## src/rtl/cfd_pkg.sv

```systemverilog
package cfd_pkg;

   localparam int unsigned MAX_MSG = 1024;
   localparam int unsigned COUNT_W = $clog2(MAX_MSG + 2);
   localparam int unsigned LEN_W = 11;

   typedef logic [COUNT_W-1:0] count_type;
   typedef logic [7:0] byte_type;

   typedef enum logic [1:0] {
      KIND_BUS_ID = 2'd0,
      KIND_MESSAGE = 2'd1,
      KIND_STATUS = 2'd2
   } kind_type;

   typedef enum logic [1:0] {
      STATUS_OK = 2'd0,
      STATUS_COBS = 2'd1,
      STATUS_CHECKSUM = 2'd2,
      STATUS_TOO_LONG = 2'd3
   } status_type;

   localparam byte_type SUM_INIT = 8'hFF;
   localparam byte_type CODE_NO_ZERO = 8'hFF;

   typedef struct packed {
      byte_type sum_low;
      byte_type sum_high;
   } sums_type;

   // Ones'-complement add with end-around carry.
   function automatic byte_type oc_add(input byte_type a, input byte_type b);
      logic [8:0] s;
      s = {1'b0, a} + {1'b0, b};
      return s[7:0] + {7'd0, s[8]};
   endfunction

endpackage

```

## src/rtl/cobs_fletcher_frame_decoder.sv

```systemverilog
// Channel | Direction | Handshake          | Payload
// req     | in        | req_valid/req_stall | req_link_byte
// rsp     | out       | rsp_valid/rsp_stall | rsp_out_byte, rsp_out_kind,
//         |           |                    | rsp_frame_status, rsp_msg_length
//
// One link byte is taken every unstalled cycle; each byte updates the decoder
// state in the same cycle and its result, if any, lands in the single output
// register. A new byte is taken while the held result is being read out the same
// cycle. The request side stalls only while a held result is stalled downstream.
// Reset is synchronous and returns the decoder to the between-frames state.
module cobs_fletcher_frame_decoder (
   input  logic              clock,
   input  logic              reset,
   input  logic              req_valid,
   output logic              req_stall,
   input  cfd_pkg::byte_type req_link_byte,
   output logic              rsp_valid,
   input  logic              rsp_stall,
   output cfd_pkg::byte_type rsp_out_byte,
   output logic [1:0]        rsp_out_kind,
   output logic [1:0]        rsp_frame_status,
   output logic [10:0]       rsp_msg_length
);
   import cfd_pkg::*;

   logic      in_frame_ff, in_frame_in;
   byte_type  group_left_ff, group_left_in;
   logic      zero_pending_ff, zero_pending_in;
   byte_type  hold_ff [2];
   byte_type  hold_in [2];
   logic [1:0] hold_count_ff, hold_count_in;
   sums_type  sums_ff, sums_in, sums_next;
   count_type count_ff, count_in;
   logic      too_long_ff, too_long_in;

   logic       rsp_valid_ff;
   byte_type   rsp_byte_ff;
   kind_type   rsp_kind_ff;
   status_type rsp_status_ff;
   logic [LEN_W-1:0] rsp_length_ff;

   logic       accept;
   logic       push_en;
   byte_type   push_data;
   logic       emit_ok;
   logic       res_valid;
   byte_type   res_byte;
   kind_type   res_kind;
   status_type res_status;
   count_type  msg_count;

   assign req_stall = rsp_valid_ff && rsp_stall;
   assign accept = req_valid && !req_stall;

   cfd_fletcher u_fletcher (
      .sums      (sums_ff),
      .data      (hold_ff[0]),
      .sums_next (sums_next)
   );

   always_comb begin
      in_frame_in = in_frame_ff;
      group_left_in = group_left_ff;
      zero_pending_in = zero_pending_ff;
      hold_in = hold_ff;
      hold_count_in = hold_count_ff;
      sums_in = sums_ff;
      count_in = count_ff;
      too_long_in = too_long_ff;
      push_en = 1'b0;
      push_data = req_link_byte;
      emit_ok = 1'b0;
      res_valid = 1'b0;
      res_byte = req_link_byte;
      res_kind = KIND_STATUS;
      res_status = STATUS_OK;
      msg_count = (count_ff != '0) ? count_ff - count_type'(1) : '0;

      if (req_link_byte == 8'd0) begin
         // Delimiter: report the frame in progress, then start clean.
         res_valid = in_frame_ff;
         res_byte = 8'd0;
         if (group_left_ff != 8'd0 || hold_count_ff != 2'd2 || count_ff == '0) begin
            res_status = STATUS_COBS;
         end else if (too_long_ff) begin
            res_status = STATUS_TOO_LONG;
         end else if (hold_ff[0] != sums_ff.sum_low || hold_ff[1] != sums_ff.sum_high) begin
            res_status = STATUS_CHECKSUM;
         end else begin
            res_status = STATUS_OK;
         end
         in_frame_in = 1'b0;
         group_left_in = 8'd0;
         zero_pending_in = 1'b0;
         hold_in[0] = 8'd0;
         hold_in[1] = 8'd0;
         hold_count_in = 2'd0;
         sums_in.sum_low = SUM_INIT;
         sums_in.sum_high = SUM_INIT;
         count_in = '0;
         too_long_in = 1'b0;
      end else begin
         in_frame_in = 1'b1;
         if (group_left_ff == 8'd0) begin
            // Code byte: the previous group's implied zero turns out to be real.
            push_en = zero_pending_ff;
            push_data = 8'd0;
            group_left_in = req_link_byte - 8'd1;
            zero_pending_in = (req_link_byte != CODE_NO_ZERO);
         end else begin
            push_en = 1'b1;
            group_left_in = group_left_ff - 8'd1;
         end

         if (push_en) begin
            if (hold_count_ff == 2'd2) begin
               // The oldest held byte is no longer a checksum candidate.
               hold_in[0] = hold_ff[1];
               hold_in[1] = push_data;
               if (count_ff > count_type'(MAX_MSG)) begin
                  too_long_in = 1'b1;
               end else begin
                  emit_ok = 1'b1;
               end
            end else if (hold_count_ff == 2'd1) begin
               hold_in[1] = push_data;
               hold_count_in = 2'd2;
            end else begin
               hold_in[0] = push_data;
               hold_count_in = 2'd1;
            end
         end

         if (emit_ok) begin
            sums_in = sums_next;
            count_in = count_ff + count_type'(1);
            res_valid = 1'b1;
            res_byte = hold_ff[0];
            res_kind = (count_ff == '0) ? KIND_BUS_ID : KIND_MESSAGE;
         end
      end
   end

   always_ff @(posedge clock) begin
      if (reset) begin
         in_frame_ff <= 1'b0;
         group_left_ff <= 8'd0;
         zero_pending_ff <= 1'b0;
         hold_ff[0] <= 8'd0;
         hold_ff[1] <= 8'd0;
         hold_count_ff <= 2'd0;
         sums_ff.sum_low <= SUM_INIT;
         sums_ff.sum_high <= SUM_INIT;
         count_ff <= '0;
         too_long_ff <= 1'b0;
      end else if (accept) begin
         in_frame_ff <= in_frame_in;
         group_left_ff <= group_left_in;
         zero_pending_ff <= zero_pending_in;
         hold_ff <= hold_in;
         hold_count_ff <= hold_count_in;
         sums_ff <= sums_in;
         count_ff <= count_in;
         too_long_ff <= too_long_in;
      end
   end

   always_ff @(posedge clock) begin
      if (reset) begin
         rsp_valid_ff <= 1'b0;
      end else if (accept && res_valid) begin
         rsp_valid_ff <= 1'b1;
      end else if (!rsp_stall) begin
         rsp_valid_ff <= 1'b0;
      end
   end

   always_ff @(posedge clock) begin
      if (accept && res_valid) begin
         rsp_byte_ff <= res_byte;
         rsp_kind_ff <= res_kind;
         if (res_kind == KIND_STATUS) begin
            rsp_status_ff <= res_status;
            rsp_length_ff <= LEN_W'(msg_count);
         end else begin
            rsp_status_ff <= STATUS_OK;
            rsp_length_ff <= '0;
         end
      end
   end

   assign rsp_valid = rsp_valid_ff;
   assign rsp_out_byte = rsp_byte_ff;
   assign rsp_out_kind = rsp_kind_ff;
   assign rsp_frame_status = rsp_status_ff;
   assign rsp_msg_length = rsp_length_ff;

endmodule

```

## src/rtl/cfd_fletcher.sv

```systemverilog
module cfd_fletcher (
   input  cfd_pkg::sums_type sums,
   input  cfd_pkg::byte_type data,
   output cfd_pkg::sums_type sums_next
);
   import cfd_pkg::*;

   always_comb begin
      sums_next.sum_low = oc_add(sums.sum_low, data);
      sums_next.sum_high = oc_add(sums.sum_high, sums_next.sum_low);
   end

endmodule

```

## config.mk

```make
export PLATFORM = sky130hd
export DESIGN_NAME = cobs_fletcher_frame_decoder
export DESIGN_NICKNAME = d
export VERILOG_FILES = /design/src/rtl/cfd_pkg.sv /design/src/rtl/cobs_fletcher_frame_decoder.sv /design/src/rtl/cfd_fletcher.sv
export SDC_FILE = /design/constraint.sdc
export NUM_CORES = 1
export LEC_CHECK = 0
export BUFFER_PORTS_ARGS = -buffer_cell sky130_fd_sc_hd__buf_2
export CAP_MARGIN = 5
export CORE_ASPECT_RATIO = 0.7
export CORE_UTILIZATION = 55
export DETAILED_ROUTE_END_ITERATION = 16
export PLACE_DENSITY = 0.81
export SYNTH_ARGS = -nofsm -noshare
export SYNTH_HDL_FRONTEND = slang
export SYNTH_SLANG_ARGS = --single-unit
```

## constraint.sdc

```tcl
create_clock -name clock -period 5.2 [get_ports clock]
set_input_delay 1.56 -clock clock [delete_from_list [all_inputs] [get_ports clock]]
set_output_delay 1.56 -clock clock [all_outputs]
set_load 0.02 [all_outputs]
```

Word-level counts from Yosys, hierarchy flattened
Index checks and enable logic that the tools add are counted.

Add/sub/neg operators: 8. Bitwise logic cells: 2. Mux-type cells: 40. $lt $le $gt $ge: 1. Reduce and logical (&&, ||, !) cells: 27. Equality and inequality tests: 10.

Operator list (number): 16-bit 2-to-1 mux (5); 8-bit 2-to-1 mux (6); 11-bit 2-to-1 mux (2); 1-bit 2-to-1 mux (19); 8-bit by 8-bit adder with 9-bit output (2); 8-bit by 1-bit adder with 8-bit output (2); 8-bit logical NOT (2); 2-bit 2-to-1 mux (8); 8-bit inequality test (2); 8-bit by 1-bit subtractor with 8-bit output (second input constant) (2); 11-bit by 1-bit adder with 11-bit output (second input constant) (1); 11-bit > comparator (second input constant) (1); 11-bit logical NOT (1); 11-bit nonzero test (1); 11-bit by 1-bit subtractor with 11-bit output (second input constant) (1); 2-bit nonzero test (5); 3-bit AND reduction (3); 8-bit inequality test (second input constant) (1); 2-bit AND reduction (4); 8-bit nonzero test (1); 2-bit equality test (second input constant) (2); 2-bit inequality test (second input constant) (2); 4-bit AND reduction (1); 1-bit logical AND (3); 8 further kinds (11).

Register bits after elaboration: 80.

Longest topological paths before layout
Gate-level depths: netlist of the first run.

Word-level depth: 10. Depth in mapped cells: 22. Depth with buffers taken out: 22.

Hierarchy
Synthesis of the first run repeated with hierarchy kept, for this count alone.

Cell total of the unflattened synthesis: 552. Area, all modules: 5126.2 µm².

Modules (own cells, without submodules): cobs_fletcher_frame_decoder (cells an instance 442, area an instance 4194.0 µm², seq. area each 1831.8 µm², instances 1); cfd_fletcher (cells an instance 110, area an instance 932.1 µm², seq. area each 0.0 µm², instances 1).

Least setup slack after synthesis of the first run
Ideal clock, no wire load.

Path type: register -> register. Start point: reg hold_ff[8] (netlist name). End point: reg sums_ff[6] (netlist name). Arrival time: 4.226 ns. Cell stages (with the launch flop): 22. Clock period less this slack: 4.362 ns. Data required time: 5.063 ns. Path buffers: 0. Setup slack: 0.838 ns. Path through: dfxtp_1 -> ha_1 -> fa_1 -> a21o_1 -> a21oi_1 -> o21ai_0 -> a21oi_1 -> o21bai_1 -> ha_1 -> ha_1 -> fa_1 -> a21o_1 -> a21oi_1 -> o21ai_0 -> a21o_1 -> a21o_1 -> ha_1 -> ha_1 -> and3_1 -> nand3_1 -> xor2_1 -> a31oi_1.

Word-level cells in the longest chain between the ends: 6.

RTL lines: start: declaration (RTL line cobs_fletcher_frame_decoder.sv:29) `byte_type hold_ff [2];`; start signal: assignment (RTL line cobs_fletcher_frame_decoder.sv:160) `hold_ff <= hold_in;`; 8-bit by 8-bit adder with 9-bit output (RTL line cfd_pkg.sv:34) `s = {1'b0, a} + {1'b0, b};`; 8-bit by 1-bit adder with 8-bit output (RTL line cfd_pkg.sv:35) `return s[7:0] + {7'd0, s[8]};`; 8-bit by 8-bit adder with 9-bit output (RTL line cfd_pkg.sv:34); 8-bit by 1-bit adder with 8-bit output (RTL line cfd_pkg.sv:35); 16-bit 2-to-1 mux (RTL line cobs_fletcher_frame_decoder.sv:134) `if (emit_ok) begin`; 16-bit 2-to-1 mux (RTL line cobs_fletcher_frame_decoder.sv:79) `if (req_link_byte == 8'd0) begin`; end signal: assignment (RTL line cobs_fletcher_frame_decoder.sv:162) `sums_ff <= sums_in;`; end: declaration (RTL line cobs_fletcher_frame_decoder.sv:32) `sums_type sums_ff, sums_in, sums_next;`.

Every way passes these cells. The select of a mux whose other input is x is not followed. A chain may end at the register's enable or synchronous reset.

Worst setup path after layout of the first run
Start point: reg hold_ff[8] (netlist name). End point: reg sums_ff[4] (netlist name).

Same word-level chain as after synthesis.

==> results of run 1 <==
critical path, stage by stage (launching register included):
cell and delay (ns):
dfxtp_1 0.32, ha_1 0.25, fa_1 0.42, a21o_1 0.18
a21oi_1 0.24, o21ai_0 0.16, a21oi_1 0.16, o21bai_1 0.12
ha_1 0.34, ha_1 0.22, fa_1 0.42, a21o_1 0.18
a21oi_1 0.23, o21ai_0 0.17, a21o_1 0.21, a21o_1 0.20
ha_1 0.20, ha_1 0.20, and3_1 0.18, xor2_1 0.16
o22ai_1 0.12, nand2b_1 0.07
through the flow:
step / hold WS [ns] / worst slack, ns / std cells / cell area (sq um)
2_1_floorplan: 0.441 / 0.838 / 554 / 4740
3_3_place_gp: 0.454 / 0.672 / 666 / 4970
3_5_place_dp: 0.464 / 0.418 / 666 / 4970
4_1_cts: 0.480 / 0.374 / 682 / 5260
5_1_grt: 0.503 / 0.0574 / 682 / 5260
6_report: 0.482 / 0.308 / 682 / 5260
cell usage in the layout (no fill, tap or decap), drive strengths merged, types with 9 or more instances in the layout:
master   n
nor2    69
dfxtp   57
a21oi   50
nand2   46
buf     43
nand3   33
o21ai   28
xor2    27
ha      27
edfxtp  23
nand2b  22
xnor2   16
nor3    13
nor4    13
clkbuf  11
a211oi  10
and3     9
inv      9
layout make-up:
type | instances | area share (%)
Clock buffer | 11 | 4.43
Clock inverter | 5 | 1.07
Inverter | 8 | 0.571
Multi-Input combinational cell | 434 | 52.3
Sequential cell | 80 | 34.8
Tap cell | 101 | 2.40
Timing Repair Buffer | 43 | 4.43
state kept, by name, summed over array words and instances, names as in the netlist:
register / flops
rsp_out_byte: 8
hold_count_ff: 2
rsp_msg_length: 11
zero_pending_ff: 1
count_ff: 11
rsp_valid: 1
group_left_ff: 8
rsp_out_kind: 2
rsp_frame_status: 2
sums_ff: 16
hold_ff: 16
too_long_ff: 1
in_frame_ff: 1
worst min path at each step:
stage          slack [ns]                     start  cells after the start                  endpoint
4_1_cts              0.48  in_frame_ff$_SDFFE_PP0P_                      2  in_frame_ff$_SDFFE_PP0P_
2_1_floorplan        0.44  in_frame_ff$_SDFFE_PP0P_                      2  in_frame_ff$_SDFFE_PP0P_
3_5_place_dp         0.46  in_frame_ff$_SDFFE_PP0P_                      2  in_frame_ff$_SDFFE_PP0P_
6_report             0.48  in_frame_ff$_SDFFE_PP0P_                      2  in_frame_ff$_SDFFE_PP0P_
3_3_place_gp         0.45  in_frame_ff$_SDFFE_PP0P_                      2  in_frame_ff$_SDFFE_PP0P_
5_1_grt              0.50  in_frame_ff$_SDFFE_PP0P_                      2  in_frame_ff$_SDFFE_PP0P_
metal layers:
layer / track usage [%] / share of wire, %
met5: 0 / 0
met4: 7.37 / 1.5
met3: 7.82 / 11
met2: 39.8 / 41
met1: 38.6 / 46
logic make-up after synthesis:
kind of cell / after synthesis / share of synthesized area, %
AO/OA/AOI/OAI: 126 / 16.5
XOR/XNOR: 43 / 7.94
adder cells (fa/ha/maj): 29 / 7.96
buffers and inverters: 40 / 3.53
flip-flops: 80 / 38.6
multiplexers: 6 / 1.27
AND/OR/NAND/NOR: 230 / 24.2
==> metrics, run 1 <==
status completed; RR Startpoint hold_ff[8]$_SDFFE_PP0P_; post-cts sizing count 0; Total Neg Setup Slack 0 ns; CTS buffer count 9; IO Port Bufs 36; GR Overflow Total 0; Reg-to-Reg End sums_ff[4]$_SDFFE_PP1P_; Routed WL ~12 mm; post-synthesis register bit count 80; post-CTS setup buffer count 0; register area 0.00183 sq mm; Crit Path Max Fanout 3; initial antenna violation count 0; routed vias ~4300; min Tclk post-route 4.89 ns; n_diodes 0; Vias/cell between 6 and 7; DIE HEIGHT approximately 80 um; max cap viols 0; Setup Viol. Count Final 0; Cells after Synth about 550; Reg2Reg Setup Slack between 0.3 and 0.4 ns; Detail Route Antenna Nets 0; largest net degree at the start of global routing 42; die area around 0.009 sq mm; Clock transition at path regs roughly 0.06 ns; share of the synthesized area in the top cell type between 20% and 30%; Final GP Congestion approximately 0.92; final hold vios 0; number of distinct library cells after synthesis 53; Worst Setup Start Kind register; sequential fraction of the synthesis area roughly two fifths; multi-input logic area between 0.002 and 0.003 sq mm; vias in the first global route between 3000 and 4000; CTS tree built; RSZ-0062 raised after global routing no; first-pass GRT wire length between 15 and 20 mm; FFs w/ async S/R, synth 0%; DRT Pass-1 Iters 5; Ys Warns 0; initial DRC count between 300 and 400; critical path class register to register; drt drc 0; fin crit share a little over nine tenths; Slew Viols, Final 0; mapped cell area 0.00474 sq mm; Worst Skew between 0.007 and 0.008 ns; Die Span X between 100 and 150 um; syn_area_per_cell about 8.6 sq um; CTS sink count 80; Top FF cell, synth dfxtp_1; max frequency ~200 MHz; number of synthesized flops with an enable pin 23; fin util approximately 65%; Register-to-Register Path Depth 21; area leader, netlist dfxtp_1; core area 0.00811 sq mm; Critical Path RT 5.43 ns; GRT Overall Usage approximately 27%; clock buffer depth 2; Setup crit end kind register; Top Ports 37; Worst setup endpoint sums_ff[4]$_SDFFE_PP1P_; share of layout cells above drive strength 1 around an eighth; Synth top cells by count nor2_1 (69), dfxtp_1 (57), a21oi_1 (50); Nets slightly above 600; Slew headroom 37.3%; Avg WL per Cell 17.1 um; worst slew pin tran 0.939 ns; Clock Latency Late Sink ~0.34 ns; placement row count 27; hold crit path type register to register; CP Data Arrival Time ~5 ns; H-tree Lvls 3; count leader, synth nor2_1; Area growth syn-to-layout 10.8%; leading cell types by total area after synthesis dfxtp_1 (24%), edfxtp_1 (15%), ha_1 (7.1%); net count after synthesis around 600; CTS Root Cell clkbuf_16; fillers roughly 650; Hold Buf Count CTS 0; Starting Density between 50% and 60%; HPWL Detailed 8.39 mm; launch point of the worst path hold_ff[8]$_SDFFE_PP0P_
Power of run 1 is left out: the tool's default activity adds up to more than one toggle a clock period on the data nets, which glitch-free logic cannot reach.
==> run 2, diff against run 1 <==
==> constraint.sdc (replaced) <==
create_clock -name clock -period 6.3 [get_ports clock]
set_input_delay 1.26 -clock clock [delete_from_list [all_inputs] [get_ports clock]]
set_output_delay 1.26 -clock clock [all_outputs]
set_load 0.02 [all_outputs]
==> run 2 against run 1 <==
Clock skew down 0.00085 ns. Wire length down 0.48%. Fmax down 1.2%. Utilization down 0.17 points. Sequential share of layout area up 0.091 points. Largest cell class unchanged. Critical path depth unchanged. Die area unchanged. Worst hold slack worse by 0.0025 ns. First-iteration DRC count up 22%. Design area down 0.26%. Register-to-register slack better by 1.0 ns. Non-clock buffer count down 3.
==> metrics, run 2 (synthesis gave the netlist of run 1 again) <==
H-tree Lvls 3 (unchanged); initial antenna violation count 0 (unchanged); Avg WL per Cell 17.1 um (about the same); share of layout cells above drive strength 1 11.4% (-0.29 points); Reg-to-Reg End sums_ff[5]$_SDFFE_PP1P_; DIE HEIGHT 79.7 um (unchanged); Register-to-Register Path Depth 21 (unchanged); n_diodes 0 (unchanged); clock buffer depth 2 (unchanged); CP Data Arrival Time 5.18 ns (+0.06 ns); Worst Hold Path EP sums_ff[12]$_SDFFE_PP1P_; Detail Route Antenna Nets 0 (unchanged); DRT Pass-1 Iters 5 (unchanged); Total Neg Setup Slack 0 ns (unchanged); Critical Path RT 6.53 ns (+1.10 ns); Die Span X 113 um (unchanged); Nets 614 (-0.49%); hold crit path type register to register; Setup Viol. Count Final 0 (unchanged); IO Port Bufs 36 (unchanged); first-pass GRT wire length 19.1 mm (+2.4%); max cap viols 0 (unchanged); vias in the first global route 3871 (+5.9%); core area 0.00811 sq mm (unchanged); CTS buffer count 9 (unchanged); Starting Density 58.5% (unchanged); biggest regs hold_ff x16, sums_ff x16; final hold vios 0 (unchanged); Routed WL 11.6 mm (-0.48%); Final GP Congestion 0.895 (-2.2%); Crit Path Max Fanout 3 (unchanged); initial DRC count 454 (+22%); post-cts sizing count 0 (unchanged); Slew Viols, Final 0 (unchanged); drt drc 0 (unchanged); min Tclk post-route 4.95 ns (+0.0593 ns); largest net degree at the start of global routing 42 (unchanged); Top Ports 37 (unchanged); status completed; Hold Buf Count CTS 0 (unchanged); CTS sink count 80 (unchanged); max frequency 202 MHz (-1.2%); post-CTS setup buffer count 0 (unchanged); fillers 663 (+1.5%); fin crit share 78.6% (-15 points); Reg2Reg Setup Slack 1.35 ns (+1.04 ns); die area 0.00901 sq mm (unchanged); CTS tree built; RSZ-0062 raised after global routing no; Slew headroom 30.3% (-7.0 points); launch point of the worst path hold_ff[8]$_SDFFE_PP0P_; CTS Root Cell clkbuf_16; HPWL Detailed 8.36 mm (-0.30%); GRT Overall Usage 28.0% (+0.94 points); critical path class register to register; Clock Latency Late Sink 0.35 ns (about the same); commonest non-fill, non-tap cells in the layout nor2_1 (68), dfxtp_1 (57), a21oi_1 (50); Area growth syn-to-layout 10.5%; hold_sp sums_ff[12]$_SDFFE_PP1P_; hold path cells 2 (unchanged); GR Overflow Total 0 (unchanged); Setup crit end kind register; Worst Skew 0.00644 ns (-0.000849 ns); final hold slack 0.479 ns (-0.00246 ns); placement row count 27 (unchanged); worst slew pin tran 1.04 ns (+0.106 ns); commonest non-fill, non-tap cell in the layout nor2_1; RR Startpoint hold_ff[8]$_SDFFE_PP0P_; routed vias 4158 (-3.0%); Vias/cell 6.12 (-2.6%); Clock transition at path regs 0.06 ns (about the same); Worst Setup Start Kind register
## run 2: final cells by class
type	count	area, sq um	share of cell area, %
multi-input cells	434	2750	52.4
flip-flops and latches	80	1830	34.9
clock buffers	10	229	4.37
repair buffers	40	210	4.01
well taps	101	126	2.41
clock inverters	6	68.8	1.31
inverters	8	30.0	0.573
## run 2: stage by stage
step,area (sq um),worst slack [ns],std cells,util [%]
6_report,5240,1.35,679,64.7
5_1_grt,5240,1.11,679,64.7
4_1_cts,5240,1.45,679,64.7
3_5_place_dp,4950,1.50,663,61.0
3_3_place_gp,4950,1.77,663,61.0
2_1_floorplan,4740,1.94,554,-
## run 2: worst max-delay path, cell delays in order (launching register included)
cell and delay [ns]:
dfxtp_1 0.33, ha_1 0.24, fa_1 0.42, a21o_1 0.18, a21oi_1 0.23, o21ai_0 0.15, a21oi_1 0.14, o21bai_1 0.12
ha_1 0.35, ha_1 0.22, fa_1 0.42, a21o_1 0.19, a21oi_1 0.24, o21ai_0 0.20, a21o_1 0.22, a21o_1 0.19
ha_1 0.19, and3_1 0.18, and3_1 0.22, xor2_1 0.15, o22ai_1 0.18, nand2b_1 0.09
## run 2: worst max path at each step
stage	end	cells after the start
floorplan	sums_ff[6]$_SDFFE_PP1P_	21
global placement	sums_ff[6]$_SDFFE_PP1P_	21
detailed placement	sums_ff[5]$_SDFFE_PP1P_	21
CTS	sums_ff[5]$_SDFFE_PP1P_	21
global route	sums_ff[5]$_SDFFE_PP1P_	21
finish	sums_ff[5]$_SDFFE_PP1P_	21
## run 2: routing by layer
layer  track usage (%)  wire [um]  up-vias
met4              12.1        258        0
met5                 0          0        -
met2              42.2       4770      212
met1              36.6       5260     1895
met3              9.49       1300       28
li1                  -          -     2023
Power of run 2 is left out for the same reason.
==> run 3, diff against run 2 <==
==> constraint.sdc (replaced) <==
create_clock -name clock -period 4.65 [get_ports clock]
set_input_delay 0.93 -clock clock [delete_from_list [all_inputs] [get_ports clock]]
set_output_delay 0.93 -clock clock [all_outputs]
set_load 0.02 [all_outputs]
==> run 3 against run 2 <==
Flip-flop and latch count stayed put. Sequential share of layout area is 0.20 points lower. Fmax is 11% higher. Setup slack worse by 1.2 ns. Global-route usage is 0.94 points lower. Count of clock-buffer cells in the layout is 1 lower. Design area is 0.57% higher. Register-to-register slack worse by 1.2 ns. Wire length is 0.27% lower. Highest routed layer unchanged.
==> metrics, run 3 (synthesis gave the netlist of run 1 again) <==
IO Port Bufs 36 (unchanged); Worst Skew 0.00665 ns (+0.000212 ns); hold path cells 2 (unchanged); Die Span X 113 um (unchanged); Setup Viol. Count Final 0 (unchanged); Cell Chain, Critical Path ha_2, fa_2, a21o_1, a21oi_2, o21ai_1, a21oi_1, o21bai_1, ha_1, ha_2, fa_2, a21o_1, a21oi_2, o21ai_1, a21o_1, a21o_1, ha_1, ha_1, and3_1, nand3_1, xor2_1, a31oi_1; Worst path most repeated cell a21o_1; status completed; fin crit share 95.8% (+17 points); Routed WL 11.6 mm (-0.27%); Final Cell Area 0.00527 sq mm (+0.57%); Placed Instances 665 (+0.30%); Nets 617 (+0.49%); share of layout cells above drive strength 1 13.1% (+1.7 points); CP Data Arrival Time 4.64 ns (-0.54 ns); Layout Cells excl Fill 682 (+0.44%); HPWL Detailed 8.33 mm (-0.31%); GRT Overall Usage 27.1% (-0.94 points); drt drc 0 (unchanged); final hold vios 0 (unchanged); CTS sink count 80 (unchanged); commonest non-fill, non-tap cell in the layout nor2_1; hold crit path type register to register; biggest regs hold_ff x16, sums_ff x16; Worst Hold Path EP sums_ff[12]$_SDFFE_PP1P_; slowest CP cell fa_2; Detail Route Antenna Nets 0 (unchanged); Critical Path RT 4.84 ns (-1.69 ns); n_diodes 0 (unchanged); Starting Density 58.5% (unchanged); Worst Setup Slack, final 0.195 ns (-1.15 ns); CTS tree built; placement row count 27 (unchanged); CTS buffer count 9 (unchanged); final hold slack 0.495 ns (+0.0154 ns); critical path class register to register; worst path buffer plus inverter count 0 (unchanged); max cap viols 0 (unchanged); largest net degree at the start of global routing 42 (unchanged); Cell Area, Placed 0.00496 sq mm (+0.30%); GR Overflow Total 0 (unchanged); initial DRC count 374 (-18%); routed vias 4232 (+1.8%); CP peak stage delay 0.36 ns (-0.06 ns); first-pass GRT wire length 18.6 mm (-2.3%); Final GP Congestion 0.904 (+0.99%); DRT Pass-1 Iters 6 (+1); CTS Root Cell clkbuf_16; hold_sp sums_ff[12]$_SDFFE_PP1P_; core area 0.00811 sq mm (unchanged); Setup crit end kind register; commonest non-fill, non-tap cells in the layout nor2_1 (68), dfxtp_1 (57), a21oi_1 (48); max frequency 224 MHz (+11%); initial antenna violation count 0 (unchanged); Worst Setup Start Kind register; Clock transition at path regs 0.06 ns (about the same); DIE HEIGHT 79.7 um (unchanged); RR Startpoint hold_ff[8]$_SDFFE_PP0P_; Top Ports 37 (unchanged); WP depth 21 (unchanged); worst slew pin tran 0.950 ns (-0.0948 ns); dpl ws -0.127 ns (-1.62 ns); Slew headroom 36.5% (+6.2 points); Slew Viols, Final 0 (unchanged); H-tree Lvls 3 (unchanged); Hold Buf Count CTS 0 (unchanged); Avg WL per Cell 17.0 um (-0.71%); min Tclk post-route 4.46 ns (-0.496 ns); Reg2Reg Setup Slack 0.19 ns (-1.15 ns); RSZ-0062 raised after global routing no; die area 0.00901 sq mm (unchanged); Register-to-Register Path Depth 21 (unchanged); Area growth syn-to-layout 11.2%; Crit Path Max Fanout 3 (unchanged); Clock Latency Late Sink 0.35 ns (about the same); clock buffer depth 2 (unchanged); vias in the first global route 3614 (-6.6%); CP top delay family adder cells; Reg-to-Reg End sums_ff[6]$_SDFFE_PP1P_; Vias/cell 6.21 (+1.3%)
==> run 3: through the flow <==
stage / TNS (ns) / util (%)
floorplan: 0 / -
global placement: 0 / 61.2
detailed placement: -0.309 / 61.2
CTS: 0 / 64.7
global route: 0 / 65.0
finish: 0 / 65.0
==> run 3: per-layer routing <==
layer / routed length (um) / vias to the layer above / part of all wire (%) / track usage (%)
met1: 5450 / 1961 / 47 / 39.2
met2: 4720 / 227 / 41 / 38.5
met4: 153 / 0 / 1.3 / 7.37
met3: 1240 / 21 / 11 / 8.35
met5: 0 / - / 0 / 0
li1: - / 2023 / - / -
==> run 3: timing repair <==
action / in CTS / in global routing
setup endpoints to repair: 4 / 6
gates resized for setup: 3 / 6
buffers inserted: 0 / 1
pin swaps: 0 / 2
==> run 3: how the worst max path moves through the flow <==
stage,endpoint,slack (ns),startpoint
6_report,sums_ff[6]$_SDFFE_PP1P_,0.19,hold_ff[8]$_SDFFE_PP0P_
5_1_grt,sums_ff[6]$_SDFFE_PP1P_,0.0007,hold_ff[8]$_SDFFE_PP0P_
4_1_cts,sums_ff[6]$_SDFFE_PP1P_,0.01,hold_ff[8]$_SDFFE_PP0P_
3_5_place_dp,sums_ff[6]$_SDFFE_PP1P_,-0.13,hold_ff[8]$_SDFFE_PP0P_
3_3_place_gp,sums_ff[6]$_SDFFE_PP1P_,0.15,hold_ff[8]$_SDFFE_PP0P_
2_1_floorplan,sums_ff[6]$_SDFFE_PP1P_,0.29,hold_ff[8]$_SDFFE_PP0P_
==> run 3: cell type report <==
| class | instances | area, sq um |
|---|---|---|
| fillers | 668 | 2830 |
| multi-input cells | 434 | 2770 |
| flip-flops and latches | 80 | 1830 |
| repair buffers | 43 | 233 |
| clock buffers | 9 | 225 |
| well taps | 101 | 126 |
| clock inverters | 7 | 55.1 |
| inverters | 8 | 30.0 |
==> run 3: tightest hold or removal path, cell delays in order (launching register included) <==
cell and delay (ns):
dfxtp_1 0.32, nand2_1 0.06, nand3_1 0.07
Power of run 3 is left out for the same reason.
